<file path="src/rtl/str_pkg.sv">
package str_pkg;

   typedef enum logic [1:0] {
      CMD_STROKE = 2'd0,
      CMD_READ   = 2'd1,
      CMD_CLEAR  = 2'd2,
      CMD_NONE   = 2'd3
   } cmd_type;

   localparam logic [2:0] REG_ORIGIN_X = 3'd0;
   localparam logic [2:0] REG_ORIGIN_Y = 3'd1;
   localparam logic [2:0] REG_AREA_W   = 3'd2;
   localparam logic [2:0] REG_AREA_H   = 3'd3;
   localparam logic [2:0] REG_CELL     = 3'd4;
   localparam logic [2:0] REG_TOL      = 3'd5;

   typedef enum logic [2:0] {
      ST_IDLE,
      ST_DIVX,
      ST_DIVY,
      ST_CELL,
      ST_TEST,
      ST_DONE
   } state_type;

endpackage

</file>
<file path="src/rtl/str_divider.sv">
// Restoring signed divider, one quotient bit a cycle, C truncation.
module str_divider #(
   parameter int W = 32
) (
   input  logic                clock,
   input  logic                reset,
   input  logic                start,
   input  logic signed [W-1:0] num,
   input  logic        [W-1:0] den,
   output logic                busy,
   output logic signed [W-1:0] quo
);
   localparam int CW = $clog2(W + 1);

   logic [W-1:0]  rem_ff, rem_in, q_ff, q_in;
   logic [CW-1:0] cnt_ff, cnt_in;
   logic          busy_ff, busy_in, neg_ff, neg_in;
   logic [W-1:0]  d_ff, d_in;
   logic [W:0]    trial;

   always_comb begin
      rem_in  = rem_ff;
      q_in    = q_ff;
      cnt_in  = cnt_ff;
      busy_in = busy_ff;
      neg_in  = neg_ff;
      d_in    = d_ff;
      trial   = '0;
      if (start) begin
         neg_in  = num[W-1];
         q_in    = num[W-1] ? -num : num;
         rem_in  = '0;
         d_in    = den;
         cnt_in  = CW'(W);
         busy_in = 1'b1;
      end else if (busy_ff) begin
         trial = {rem_ff, q_ff[W-1]} - {1'b0, d_ff};
         if (!trial[W]) begin
            rem_in = trial[W-1:0];
            q_in   = {q_ff[W-2:0], 1'b1};
         end else begin
            rem_in = {rem_ff[W-2:0], q_ff[W-1]};
            q_in   = {q_ff[W-2:0], 1'b0};
         end
         cnt_in = cnt_ff - 1'b1;
         if (cnt_ff == CW'(1)) busy_in = 1'b0;
      end
   end

   always_ff @(posedge clock) begin
      if (reset) begin
         busy_ff <= 1'b0;
         cnt_ff  <= '0;
      end else begin
         busy_ff <= busy_in;
         cnt_ff  <= cnt_in;
      end
      rem_ff <= rem_in;
      q_ff   <= q_in;
      neg_ff <= neg_in;
      d_ff   <= d_in;
   end

   assign busy = busy_ff;
   assign quo  = neg_ff ? -q_ff : q_ff;
endmodule

</file>
<file path="src/rtl/str_front.sv">
// Accepts words and queues them for the back end.
module str_front #(
   parameter int QW = 64,
   parameter int DEPTH = 2
) (
   input  logic          clock,
   input  logic          reset,
   input  logic          in_valid,
   output logic          in_ready,
   input  logic [QW-1:0] in_data,
   output logic          q_valid,
   input  logic          q_ready,
   output logic [QW-1:0] q_data
);
   localparam int AW = (DEPTH > 1) ? $clog2(DEPTH) : 1;

   logic [QW-1:0] mem [DEPTH];
   logic [AW-1:0] wp_ff, wp_in, rp_ff, rp_in;
   logic [AW:0]   cnt_ff, cnt_in;
   logic          push, pop;

   assign in_ready = (cnt_ff != (AW+1)'(DEPTH));
   assign q_valid  = (cnt_ff != '0);
   assign push     = in_valid && in_ready;
   assign pop      = q_valid && q_ready;
   assign q_data   = mem[rp_ff];

   always_comb begin
      wp_in  = push ? ((wp_ff == AW'(DEPTH-1)) ? '0 : wp_ff + 1'b1) : wp_ff;
      rp_in  = pop ? ((rp_ff == AW'(DEPTH-1)) ? '0 : rp_ff + 1'b1) : rp_ff;
      cnt_in = cnt_ff + (AW+1)'(push) - (AW+1)'(pop);
   end

   always_ff @(posedge clock) begin
      if (reset) begin
         wp_ff  <= '0;
         rp_ff  <= '0;
         cnt_ff <= '0;
      end else begin
         wp_ff  <= wp_in;
         rp_ff  <= rp_in;
         cnt_ff <= cnt_in;
      end
      if (push) mem[wp_ff] <= in_data;
   end
endmodule

</file>
<file path="src/rtl/stroke_to_grid_rasterizer.sv">
// A read or clear word is written into the front queue, taken by the back end when idle and
// answered from the registered output; a stroke walks steps+1 points, its time set by four
// serial divisions and nine cell tests for every point.
// The back end takes one word at a time; a two-entry queue sits in front.
// Reset (synchronous, active high) marks every grid row empty and loads register defaults.
module stroke_to_grid_rasterizer #(
   parameter int GRID_ROWS  = 36,
   parameter int GRID_COLS  = 24,
   parameter int COORD_BITS = 12
) (
   input  logic        clock,
   input  logic        reset,
   input  logic        req_tvalid,
   output logic        req_tready,
   // req_tdata, from bit 0: pen_down, cur_x, cur_y, prev_x, prev_y, row_index
   input  logic [((1+4*COORD_BITS+6+7)/8)*8-1:0] req_tdata,
   // req_tuser: command
   input  logic [1:0]  req_tuser,
   output logic        rsp_tvalid,
   input  logic        rsp_tready,
   // rsp_tdata, from bit 0: row_bits
   output logic [23:0] rsp_tdata,
   // rsp_tuser: stroke_applied
   output logic        rsp_tuser,
   input  logic        csr_psel,
   input  logic        csr_penable,
   input  logic        csr_pwrite,
   input  logic [4:0]  csr_paddr,
   input  logic [31:0] csr_pwdata,
   output logic [31:0] csr_prdata,
   output logic        csr_pready
);
   localparam int CB = COORD_BITS;
   localparam int DW = 1 + 4*CB + 6;
   localparam int QW = DW + 2;
   // Wide enough for prev + d*i, signed, and for grid indices.
   localparam int NW = 2*CB + 4;
   localparam int RW = (GRID_ROWS > 1) ? $clog2(GRID_ROWS) : 1;
   localparam int CWD = (GRID_COLS > 1) ? $clog2(GRID_COLS) : 1;

   // ---------------- configuration registers ----------------
   logic [11:0] ox_ff, oy_ff, aw_ff, ah_ff;
   logic [7:0]  cs_ff, tol_ff;
   logic        wr;
   logic [2:0]  ridx;

   assign csr_pready = 1'b1;
   assign wr   = csr_psel && csr_penable && csr_pwrite;
   assign ridx = csr_paddr[4:2];

   always_ff @(posedge clock) begin
      if (reset) begin
         ox_ff <= 12'd596; oy_ff <= 12'd238; aw_ff <= 12'd408; ah_ff <= 12'd612;
         cs_ff <= 8'd17;   tol_ff <= 8'd10;
      end else if (wr) begin
         case (ridx)
            str_pkg::REG_ORIGIN_X: ox_ff  <= csr_pwdata[11:0];
            str_pkg::REG_ORIGIN_Y: oy_ff  <= csr_pwdata[11:0];
            str_pkg::REG_AREA_W:   aw_ff  <= csr_pwdata[11:0];
            str_pkg::REG_AREA_H:   ah_ff  <= csr_pwdata[11:0];
            str_pkg::REG_CELL:     cs_ff  <= csr_pwdata[7:0];
            str_pkg::REG_TOL:      tol_ff <= csr_pwdata[7:0];
            default: ;
         endcase
      end
   end

   always_comb begin
      case (ridx)
         str_pkg::REG_ORIGIN_X: csr_prdata = {20'd0, ox_ff};
         str_pkg::REG_ORIGIN_Y: csr_prdata = {20'd0, oy_ff};
         str_pkg::REG_AREA_W:   csr_prdata = {20'd0, aw_ff};
         str_pkg::REG_AREA_H:   csr_prdata = {20'd0, ah_ff};
         str_pkg::REG_CELL:     csr_prdata = {24'd0, cs_ff};
         str_pkg::REG_TOL:      csr_prdata = {24'd0, tol_ff};
         default:               csr_prdata = '0;
      endcase
   end

   // ---------------- front queue ----------------
   logic          q_valid, q_ready;
   logic [QW-1:0] q_data;

   str_front #(.QW(QW), .DEPTH(2)) u_front (
      .clock(clock), .reset(reset),
      .in_valid(req_tvalid), .in_ready(req_tready),
      .in_data({req_tuser, req_tdata[DW-1:0]}),
      .q_valid(q_valid), .q_ready(q_ready), .q_data(q_data)
   );

   // ---------------- back end ----------------
   str_pkg::state_type st_ff, st_in;
   logic [CB-1:0]   px_ff, py_ff;
   logic [CB:0]     steps_ff, i_ff;
   logic signed [NW-1:0] dx_ff, dy_ff;
   logic signed [NW-1:0] x_ff, y_ff;   // current point
   logic signed [NW-1:0] col_ff, row_ff;
   logic [1:0]      r_off_ff, c_off_ff; // neighbour offset 0..2 means -1..+1
   // Grid rows are only trusted while their valid flag is set, so a clear just
   // drops the flags and a row that has not been written since reads as zero.
   logic [GRID_COLS-1:0] grid [GRID_ROWS];
   logic [GRID_ROWS-1:0] row_vld_ff;
   logic [GRID_COLS-1:0] row_rd_ff;    // stored copy of the row under test
   logic [GRID_COLS-1:0] row_acc_ff;   // cells set so far in that row
   logic            out_v_ff;
   logic [23:0]     out_bits_ff;
   logic            out_app_ff;
   logic            out_load;

   // Divider shared for point interpolation and cell index.
   logic                 dv_start, dv_busy;
   logic signed [NW-1:0] dv_num, dv_quo;
   logic [NW-1:0]        dv_den;
   logic                 div_phase_ff; // 0: interpolation, 1: cell index

   str_divider #(.W(NW)) u_div (
      .clock(clock), .reset(reset), .start(dv_start),
      .num(dv_num), .den(dv_den), .busy(dv_busy), .quo(dv_quo)
   );

   logic [7:0]  cs_eff;
   assign cs_eff = (cs_ff == 8'd0) ? 8'd1 : cs_ff;

   logic [1:0]     q_cmd;
   logic           q_pen;
   logic [CB-1:0]  q_cx, q_cy, q_px, q_py;
   logic [5:0]     q_ri;
   assign q_pen = q_data[0];
   assign q_cx  = q_data[CB:1];
   assign q_cy  = q_data[2*CB:CB+1];
   assign q_px  = q_data[3*CB:2*CB+1];
   assign q_py  = q_data[4*CB:3*CB+1];
   assign q_ri  = q_data[4*CB+6:4*CB+1];
   assign q_cmd = q_data[QW-1:DW];

   logic in_area, walk_go;
   assign in_area = ({1'b0, q_cx} >= {1'b0, ox_ff}) &&
                    ({1'b0, q_cx} < ({1'b0, ox_ff} + {1'b0, aw_ff})) &&
                    ({1'b0, q_cy} >= {1'b0, oy_ff}) &&
                    ({1'b0, q_cy} < ({1'b0, oy_ff} + {1'b0, ah_ff}));
   assign walk_go = (q_cmd == str_pkg::CMD_STROKE) && q_pen && in_area;

   logic signed [NW-1:0] qdx, qdy, adx, ady;
   assign qdx = NW'($signed({1'b0, q_cx})) - NW'($signed({1'b0, q_px}));
   assign qdy = NW'($signed({1'b0, q_cy})) - NW'($signed({1'b0, q_py}));
   assign adx = qdx[NW-1] ? -qdx : qdx;
   assign ady = qdy[NW-1] ? -qdy : qdy;

   // Neighbour cell test.
   logic signed [NW-1:0] rr, cc, by, bx, tol_s, cs_s;
   logic row_ok, col_ok, row_in;
   logic [RW-1:0] rr_idx;
   logic [GRID_COLS-1:0] cell_mask;
   assign tol_s  = NW'($signed({1'b0, tol_ff}));
   assign cs_s   = NW'($signed({1'b0, cs_eff}));
   assign rr     = row_ff + NW'($signed({1'b0, r_off_ff})) - NW'(1);
   assign cc     = col_ff + NW'($signed({1'b0, c_off_ff})) - NW'(1);
   assign by     = NW'($signed({1'b0, oy_ff})) + NW'(rr * cs_s);
   assign bx     = NW'($signed({1'b0, ox_ff})) + NW'(cc * cs_s);
   assign row_in = !rr[NW-1] && (rr < NW'(GRID_ROWS));
   assign rr_idx = rr[RW-1:0];
   assign row_ok = row_in && (y_ff >= by - tol_s) && (y_ff < by + cs_s + tol_s);
   assign col_ok = !cc[NW-1] && (cc < NW'(GRID_COLS)) &&
                   (x_ff >= bx - tol_s) && (x_ff < bx + cs_s + tol_s);
   assign cell_mask = (row_ok && col_ok) ? (GRID_COLS'(1) << cc[CWD-1:0]) : '0;

   logic sub_ff; // sub step inside a divide state: 0 start, 1 wait
   logic sub_in;
   logic out_free;
   assign out_free = !out_v_ff || rsp_tready;

   always_comb begin
      st_in    = st_ff;
      sub_in   = sub_ff;
      q_ready  = 1'b0;
      dv_start = 1'b0;
      dv_num   = '0;
      dv_den   = '0;
      out_load = 1'b0;
      case (st_ff)
         str_pkg::ST_IDLE: begin
            if (q_valid && out_free) begin
               q_ready = 1'b1;
               if (walk_go) begin
                  st_in  = str_pkg::ST_DIVX;
                  sub_in = 1'b0;
               end else begin
                  out_load = 1'b1;
               end
            end
         end
         str_pkg::ST_DIVX, str_pkg::ST_DIVY: begin
            if (!sub_ff) begin
               dv_start = 1'b1;
               if (!div_phase_ff) begin
                  dv_num = NW'((st_ff == str_pkg::ST_DIVX ? dx_ff : dy_ff) *
                               $signed({1'b0, i_ff}));
                  dv_den = NW'(steps_ff);
               end else begin
                  dv_num = (st_ff == str_pkg::ST_DIVX)
                         ? x_ff - NW'($signed({1'b0, ox_ff}))
                         : y_ff - NW'($signed({1'b0, oy_ff}));
                  dv_den = NW'(cs_eff);
               end
               sub_in = 1'b1;
            end else if (!dv_busy) begin
               sub_in = 1'b0;
               if (st_ff == str_pkg::ST_DIVX) st_in = str_pkg::ST_DIVY;
               else st_in = div_phase_ff ? str_pkg::ST_TEST : str_pkg::ST_CELL;
            end
         end
         str_pkg::ST_CELL: st_in = str_pkg::ST_DIVX;
         str_pkg::ST_TEST: begin
            if (r_off_ff == 2'd2 && c_off_ff == 2'd2) begin
               st_in = (i_ff == steps_ff) ? str_pkg::ST_DONE : str_pkg::ST_DIVX;
            end
         end
         str_pkg::ST_DONE: begin
            if (out_free) begin
               st_in    = str_pkg::ST_IDLE;
               out_load = 1'b1;
            end
         end
         default: st_in = str_pkg::ST_IDLE;
      endcase
   end

   always_ff @(posedge clock) begin
      if (reset) begin
         st_ff        <= str_pkg::ST_IDLE;
         sub_ff       <= 1'b0;
         out_v_ff     <= 1'b0;
         div_phase_ff <= 1'b0;
         row_vld_ff   <= '0;
      end else begin
         st_ff  <= st_in;
         sub_ff <= sub_in;
         if (out_load) out_v_ff <= 1'b1;
         else if (rsp_tready) out_v_ff <= 1'b0;
         case (st_ff)
            str_pkg::ST_IDLE: begin
               if (q_valid && out_free) begin
                  px_ff <= q_px; py_ff <= q_py;
                  dx_ff <= qdx; dy_ff <= qdy;
                  steps_ff <= (adx == '0 && ady == '0) ? (CB+1)'(1)
                            : (adx > ady ? (CB+1)'(adx) : (CB+1)'(ady));
                  i_ff <= '0;
                  div_phase_ff <= 1'b0;
                  if (!walk_go) begin
                     // The stroke result is given at the end of the walk instead.
                     out_app_ff  <= 1'b0;
                     out_bits_ff <= (q_cmd == str_pkg::CMD_READ && q_ri < 6'(GRID_ROWS) &&
                                     row_vld_ff[q_ri[RW-1:0]])
                                  ? 24'(grid[q_ri[RW-1:0]]) : '0;
                     if (q_cmd == str_pkg::CMD_CLEAR) row_vld_ff <= '0;
                  end
               end
            end
            str_pkg::ST_DIVX: if (sub_ff && !dv_busy) begin
               if (!div_phase_ff) x_ff <= NW'($signed({1'b0, px_ff})) + dv_quo;
               else col_ff <= dv_quo;
            end
            str_pkg::ST_DIVY: if (sub_ff && !dv_busy) begin
               if (!div_phase_ff) y_ff <= NW'($signed({1'b0, py_ff})) + dv_quo;
               else begin
                  row_ff <= dv_quo;
                  r_off_ff <= 2'd0;
                  c_off_ff <= 2'd0;
               end
            end
            str_pkg::ST_CELL: div_phase_ff <= 1'b1;
            str_pkg::ST_TEST: begin
               // Each neighbour row is read on its first column test and written
               // back, with the new cells merged in, on its last.
               if (c_off_ff == 2'd0) begin
                  row_rd_ff  <= (row_in && row_vld_ff[rr_idx]) ? grid[rr_idx] : '0;
                  row_acc_ff <= cell_mask;
               end else if (c_off_ff == 2'd2) begin
                  if (row_in) begin
                     grid[rr_idx]       <= row_rd_ff | row_acc_ff | cell_mask;
                     row_vld_ff[rr_idx] <= 1'b1;
                  end
               end else begin
                  row_acc_ff <= row_acc_ff | cell_mask;
               end
               if (c_off_ff == 2'd2) begin
                  c_off_ff <= 2'd0;
                  r_off_ff <= r_off_ff + 2'd1;
               end else c_off_ff <= c_off_ff + 2'd1;
               if (r_off_ff == 2'd2 && c_off_ff == 2'd2) begin
                  i_ff <= i_ff + 1'b1;
                  div_phase_ff <= 1'b0;
               end
            end
            str_pkg::ST_DONE: if (out_free) begin
               out_app_ff  <= 1'b1;
               out_bits_ff <= '0;
            end
            default: ;
         endcase
      end
   end

   assign rsp_tvalid = out_v_ff;
   assign rsp_tdata  = out_bits_ff;
   assign rsp_tuser  = out_app_ff;

`ifndef SYNTH
   a_div_idle: assert property (@(posedge clock) disable iff (reset)
      (st_ff == str_pkg::ST_IDLE) |-> !dv_busy) else $error("divider busy in idle");
   a_done_out: assert property (@(posedge clock) disable iff (reset)
      (st_ff == str_pkg::ST_DONE && out_free) |=> (rsp_tvalid && rsp_tuser))
      else $error("stroke result lost");
   a_step_bound: assert property (@(posedge clock) disable iff (reset)
      (st_ff == str_pkg::ST_TEST) |-> (i_ff <= steps_ff)) else $error("walk overrun");
`endif
endmodule
</file>
<file path="config.mk">
export PLATFORM = sky130hd
export DESIGN_NAME = stroke_to_grid_rasterizer
export DESIGN_NICKNAME = d
export VERILOG_FILES = /design/src/rtl/str_pkg.sv /design/src/rtl/str_divider.sv /design/src/rtl/str_front.sv /design/src/rtl/stroke_to_grid_rasterizer.sv
export SDC_FILE = /design/constraint.sdc
export NUM_CORES = 2
export LEC_CHECK = 0
export BUFFER_PORTS_ARGS = -buffer_cell sky130_fd_sc_hd__buf_2
export CAP_MARGIN = 25
export CORE_MARGIN = 5
export CORE_UTILIZATION = 42
export DETAILED_ROUTE_END_ITERATION = 16
export GPL_ROUTABILITY_DRIVEN = 0
export GPL_TIMING_DRIVEN = 0
export PLACE_DENSITY = 0.53
export SYNTH_ARGS = -nofsm -noshare
export SYNTH_HDL_FRONTEND = slang
export SYNTH_HIERARCHICAL = 1
export SYNTH_SLANG_ARGS = --single-unit
export TNS_END_PERCENT = 1
</file>
<file path="constraint.sdc">
create_clock -name clock -period 32.5 [get_ports clock]
set_input_delay 1.625 -clock clock [delete_from_list [all_inputs] [get_ports clock]]
set_output_delay 1.625 -clock clock [all_outputs]
set_load 0.005 [all_outputs]
</file>
Word-level counts from Yosys, hierarchy flattened --
Memories as Yosys holds them, arrays and structs flattened. A register that Yosys moved wholly into a read port is not among the register bits. Cells that the tools add are included.
Storage, ports and cells: bits in registers 442, memory bits (writable) 978, input port bits 102, logic and storage cells 295, memories kept 2
Cells by class: add/subtract/negate cells 33, multiply operators 3, order comparisons 15, equality and inequality tests 31, shift operators 1, muxes and demuxes 96, bitwise logic cells 7, reduce and logical (&&, ||, !) cells 70
Memory list:
- grid | depth 36, bits a word 24, read ports 2, clocked after Yosys merged registers in 1, wr ports 1, line stroke_to_grid_rasterizer.sv:101 | logic [GRID_COLS-1:0] grid [GRID_ROWS];
- u_front.mem | depth 2, bits a word 57, read ports 1, clocked after Yosys merged registers in 1, wr ports 1, line str_front.sv:17 | logic [QW-1:0] mem [DEPTH];
Operators by type and width (number):
- $mux 28 | 12
- $mux 36 | 6
- $mux 24 | 7
- $add 13x28->28 | 4
- $add 28x9->28 | 4
- $or 24x24->24 | 3
- $pmux 12 s6 | 1
- $pmux 36 s2 | 1
- $add 28x3->28 | 2
- $ge 28x28->1 | 2
- $logic_not 28->1 | 2
- $lt 28x28->1 | 2
- $mul 28x9->28 | 2
- $neg 13->28 | 2
- $neg 28->28 | 2
- $sub 28x13->28 | 2
- $sub 28x2->28 const B | 2
- $sub 28x9->28 | 2
- $pmux 24 s2 | 1
- $mux 13 | 3
- $mux 1 | 37
- $or 36x36->36 | 1
- $sub 29x28->29 | 1
- $gt 28x28->1 | 1
- other kinds (54) | 154

Longest topological paths before layout --
depth in word-level cells 13, mapped depth 52, mapped depth without buffers 49

Cells and area by module --
Netlist, hierarchy kept.
By module, submodules not included:
- stroke_to_grid_rasterizer | times used 1, cells each 7632, area an instance 88452.3 um^2
- str_divider | times used 1, cells each 726, area an instance 6387.4 um^2
- str_front | times used 1, cells each 206, area an instance 4374.2 um^2

Least setup slack after synthesis --
OpenSTA, ideal clock, no wires.
path kind reg-to-reg, start point register r_off_ff[1], end point memory grid[0][12], data pin, arrival time 11.835 ns, required time 32.001 ns, slack 20.165 ns, stages on the path, launching flop included 50, path buffers 3, clock period less this slack 12.335 ns, path through edfxtp_1 inv_1 ha_1 inv_1 ha_1 inv_1 fa_1 nor2b_1 o21ai_0 nand2b_1 xor2_1 clkbuf_1 clkbuf_1 nand2_1 fa_1 inv_1 fa_1 ha_1 (+14 left out) a21oi_1 nor4_1 and4b_1 and3_1 xnor2_1 ha_1 a21o_1 a21oi_1 nand3b_1 a21oi_1 o211ai_1 nor4_1 nand3b_1 or4_1 nor4_1 nand4b_1 clkbuf_1 o31ai_1
Between the ends: cells in the longest elaborated chain, start to end 11, elaborated cells on any way between the ends 17, those cells by class 6 x add/sub; 1 x mul; 3 x order compare; 1 x mux; 1 x bitwise; 5 x reduce/logical
RTL lines:
- start, declared | line stroke_to_grid_rasterizer.sv:98 | logic [1:0] r_off_ff, c_off_ff;
- start signal, assigned | line stroke_to_grid_rasterizer.sv:288 | r_off_ff <= r_off_ff + 2'd1;
- $add 28x3->28 * | line stroke_to_grid_rasterizer.sv:156 | assign rr = row_ff + NW'($signed({1'b0, r_off_ff})) - NW'(1);
- $sub 28x2->28 * | line stroke_to_grid_rasterizer.sv:156
- $mul 28x9->28 | line stroke_to_grid_rasterizer.sv:158 | assign by = NW'($signed({1'b0, oy_ff})) + NW'(rr * cs_s);
- $add 13x28->28 | line stroke_to_grid_rasterizer.sv:158
- $add 28x9->28 / $sub 28x9->28 (equally long branches) | line stroke_to_grid_rasterizer.sv:162 | assign row_ok = row_in && (y_ff >= by - tol_s) && (y_ff < by + cs_s + tol_s);
- $add 28x9->28 / $ge 28x28->1 (equally long branches) | line stroke_to_grid_rasterizer.sv:162
- $lt 28x28->1 / $logic_and 1x1->1 (equally long branches) | line stroke_to_grid_rasterizer.sv:162
- $logic_and 1x1->1 * | line stroke_to_grid_rasterizer.sv:162
- $logic_and 1x1->1 * | line stroke_to_grid_rasterizer.sv:165 | assign cell_mask = (row_ok && col_ok) ? (GRID_COLS'(1) << cc[CWD-1:0]) : '0;
- $mux 24 * | line stroke_to_grid_rasterizer.sv:165
- $or 24x24->24 * | line stroke_to_grid_rasterizer.sv:280 | grid[rr_idx] <= row_rd_ff | row_acc_ff | cell_mask;
- end, declared | line stroke_to_grid_rasterizer.sv:101
Mark *: on every way between the ends. The rest lies on a longest branch, timed or not.

Final worst setup path --
start point register r_off_ff[1], end point memory grid[17][19], data pin
Same word-level chain as after synthesis.

==> impl_metrics.toml <==
[status]
status = "finished clean"

[logic_synthesis]
dominantRegCellSynth = "sky130_fd_sc_hd__edfxtp_1"
yosysTopAreaCellShare_pct = 39.3
synth-async-reset-ratio_pct = 0
synth_enable_flop_cells = 1300
postSynthRegisterBits = 1445
cell_types_with_the_highest_counts_after_synthesis = "sky130_fd_sc_hd__edfxtp_1, sky130_fd_sc_hd__inv_1, sky130_fd_sc_hd__nand2_1, sky130_fd_sc_hd__ha_1, sky130_fd_sc_hd__nor2_1"
yosysUniqueCellTypes = 106
yosys_warnings = 6
avgSynthCellArea_um2 = 11.6
post-synth-top-count-cell = "sky130_fd_sc_hd__edfxtp_1"
fraction_of_the_yosys_area_taken_by_sequential_cells_pct = 42.3
synth_area_leaders = "sky130_fd_sc_hd__edfxtp_1, sky130_fd_sc_hd__fa_1, sky130_fd_sc_hd__ha_1, sky130_fd_sc_hd__mux4_2, sky130_fd_sc_hd__dfxtp_1"
mappedNetlistArea_um2 = 99200
yosys.area.top_type = "sky130_fd_sc_hd__edfxtp_1"
syn-instance-count = 8564

[worst_setup_path]
cp_max_fo = 24
start_kind = "flip-flop"
cp.arrival_ns = 15.72
worstReg2RegEnd = "grid[17][19]"
regToRegSetupSlack_ns = 17.47
cp_num_buf_inv = 12
crit_type = "flip-flop to flip-flop"
critPathMostFrequentCell = "sky130_fd_sc_hd__inv_1"
r2r-start = "r_off_ff[1]"
timing.critical_path.slowest_cell_delay_ns = 0.94
worst-path-stages = 51
critPathTopFamily = "adder cells"
cp-end-kind = "flip-flop"
rr_worst_depth = 51
critical_path.slowest_cell = "sky130_fd_sc_hd__o31ai_4"
timing.critical_path.required_ns = 33.18
origin_of_the_worst_setup_path = "r_off_ff[1]"
crit_end = "grid[17][19]"

[cts]
postCtsSetupRepairBufs = 0
tritoncts = "done"
cts_buffers = 161
cts_max_level = 4
worstSkewPairLatency_ns = 0.86
postCtsResizedCells = 0
clk_pin_slew_ns = 0.06
ctsRootBufferMaster = "sky130_fd_sc_hd__clkbuf_16"
postCtsHoldBufs = 0
cts.sinks = 1445
ctsLongestPathBuffers = 3

[layout]
final_layout_size_suffix_gt1_share_pct = 12.1
flow.area_growth_from_synthesis_pct = 14.2
finalNetCount = 10300
fin_util_pct = 48.2
fin_area_um2 = 113000

[place]
place_hpwl_mm = 303
numPortBuffers = 115
place_area_um2 = 108000

[detailed_routing]
residual_drc = 0
firstDrtPassIters = 6
dr_total_vias = 76500
drt-vias-per-instance = 6.17
residual_antenna_violating_net_count_after_detailed_routing = 0
finalWirelength_mm = 389
drt-initial-drc-count = 9072
wire_per_inst_um = 31.3

[sta]
final_hold_viol_count = 0
period_needed_ns = 15.04
final-max-slew-violation-count = 0
slew_headroom_pct = 14.7
finalCritPeriodShare_pct = 46.3
grt_setup_unrepaired = "false"
worst-slew-pin-transition_ns = 1.28
tns_ns = 0
setup_viol = 0
finClkSkew_ns = 0.0690
fmax_mhz = 66.5

[global_routing]
pin_count_of_the_biggest_net_entering_global_routing = 58
antenna_found_initial = 28
grt_pass1_wl_mm = 547
groute.usage.overall_pct = 31.1
grt-ovfl-total = 0
vias_in_the_first_global_route = 74800

[floorplanning]
die-height_um = 496
core_area_um2 = 235000
floorplan.io_pins = 162
initial_core_util_pct = 42.2
fp_rows = 178
overall_die_width_um = 496
die_area_um2 = 246000

[min_path]
min_path_type = "flip-flop to flip-flop"

[flow_run]
maxCapViolCount = 0
[layout by cell type, fill, tap and decap left out, types with 98 or more instances in the layout]
cell | synthesis | final
sky130_fd_sc_hd__a22oi_1 | 237 | 237
sky130_fd_sc_hd__nand4_1 | 119 | 119
sky130_fd_sc_hd__a21oi_1 | 355 | 354
sky130_fd_sc_hd__o21ai_0 | 271 | 269
sky130_fd_sc_hd__nand2b_1 | 111 | 111
sky130_fd_sc_hd__and2_1 | 259 | 259
sky130_fd_sc_hd__ha_1 | 629 | 629
sky130_fd_sc_hd__a221oi_1 | 98 | 98
sky130_fd_sc_hd__buf_8 | 0 | 99
sky130_fd_sc_hd__clkbuf_1 | 317 | 337
sky130_fd_sc_hd__clkbuf_16 | 0 | 164
sky130_fd_sc_hd__xor2_1 | 161 | 161
sky130_fd_sc_hd__dfxtp_1 | 145 | 145
sky130_fd_sc_hd__inv_1 | 729 | 727
sky130_fd_sc_hd__xnor2_1 | 296 | 289
sky130_fd_sc_hd__nor2_1 | 515 | 479
sky130_fd_sc_hd__a21o_1 | 142 | 142
sky130_fd_sc_hd__nand2_1 | 655 | 655
sky130_fd_sc_hd__buf_2 | 13 | 135
sky130_fd_sc_hd__mux4_2 | 304 | 304
sky130_fd_sc_hd__fa_1 | 484 | 484
sky130_fd_sc_hd__edfxtp_1 | 1300 | 1300
[worst min-delay path by stage]
stage / start / endpoint / depth (start not counted)
6_report: row_vld_ff[6] / row_vld_ff[6] / 2
5_1_grt: row_vld_ff[6] / row_vld_ff[6] / 2
4_1_cts: row_vld_ff[6] / row_vld_ff[6] / 2
3_5_place_dp: row_vld_ff[6] / row_vld_ff[6] / 2
3_3_place_gp: row_vld_ff[24] / row_vld_ff[24] / 2
2_1_floorplan: row_vld_ff[14] / row_vld_ff[14] / 2
[sequential cells by signal, indices dropped and copies added, names as in the netlist, 13 cells and up, named ones only]
register	cells
u_front/mem	114
row_vld_ff	36
x_ff	28
u_div/q_ff	28
row_ff	28
row_acc_ff	24
u_div/rem_ff	28
row_rd_ff	24
grid	864
col_ff	28
i_ff	13
y_ff	28
steps_ff	13
u_div/d_ff	28
dy_ff	13
dx_ff	13
rsp_tdata	24
[worst register-to-register path, delay by kind of cell, from the launching register on]
kind | cells | cell delay [ns]
adders and majority gates | 12 | 4.62
and+or+nand+nor | 12 | 3.70
AOI/OAI and AO/OA | 13 | 2.99
buffers and inverters | 12 | 2.71
xor gates and xnor gates | 2 | 0.48
DFF | 1 | 0.40
[metal layers]
layer | vias to the layer above | wire length (um) | track usage [%]
met5 | - | 461 | 0.734
met3 | 1162 | 35800 | 6.76
met4 | 6 | 36100 | 23.0
met1 | 38500 | 145000 | 38.9
li1 | 32500 | - | -
met2 | 4309 | 172000 | 47.5
[area by class of cell]
type | count | area [um2]
Antenna cell | 24 | 60.1
Buffer | 431 | 1760
Clock buffer | 201 | 4310
Clock inverter | 89 | 1030
Fill cell | 21200 | 122000
Inverter | 736 | 2770
Multi-Input combinational cell | 6014 | 53700
Sequential cell | 1445 | 41900
Tap cell | 3150 | 3940
Timing Repair Buffer | 317 | 3720
[through the flow]
step                      hold WS [ns]  std cells  setup WS, ns
final                            0.483      12400         17.47
after global routing             0.501      12400         16.86
after CTS                        0.483      12400         17.62
after detailed placement         0.466      12100         17.66
after global placement           0.454      11900         13.45
after floorplan                  0.442       8626         20.17
[cells by family after synthesis]
family                     count (synthesis)  share of synthesized area [%]
adders and majority gates               1113                           17.7
buffers and inverters                   1167                           4.54
muxes                                    470                           8.67
xor gates and xnor gates                 465                           4.20
AOI/OAI and AO/OA                       1722                           11.8
and+or+nand+nor                         2180                           10.8
DFF                                     1445                           42.3
other                                      2                        0.00757
Power is left out: the tool's default activity adds up to more than one toggle a clock period on the data nets, which glitch-free logic cannot reach.
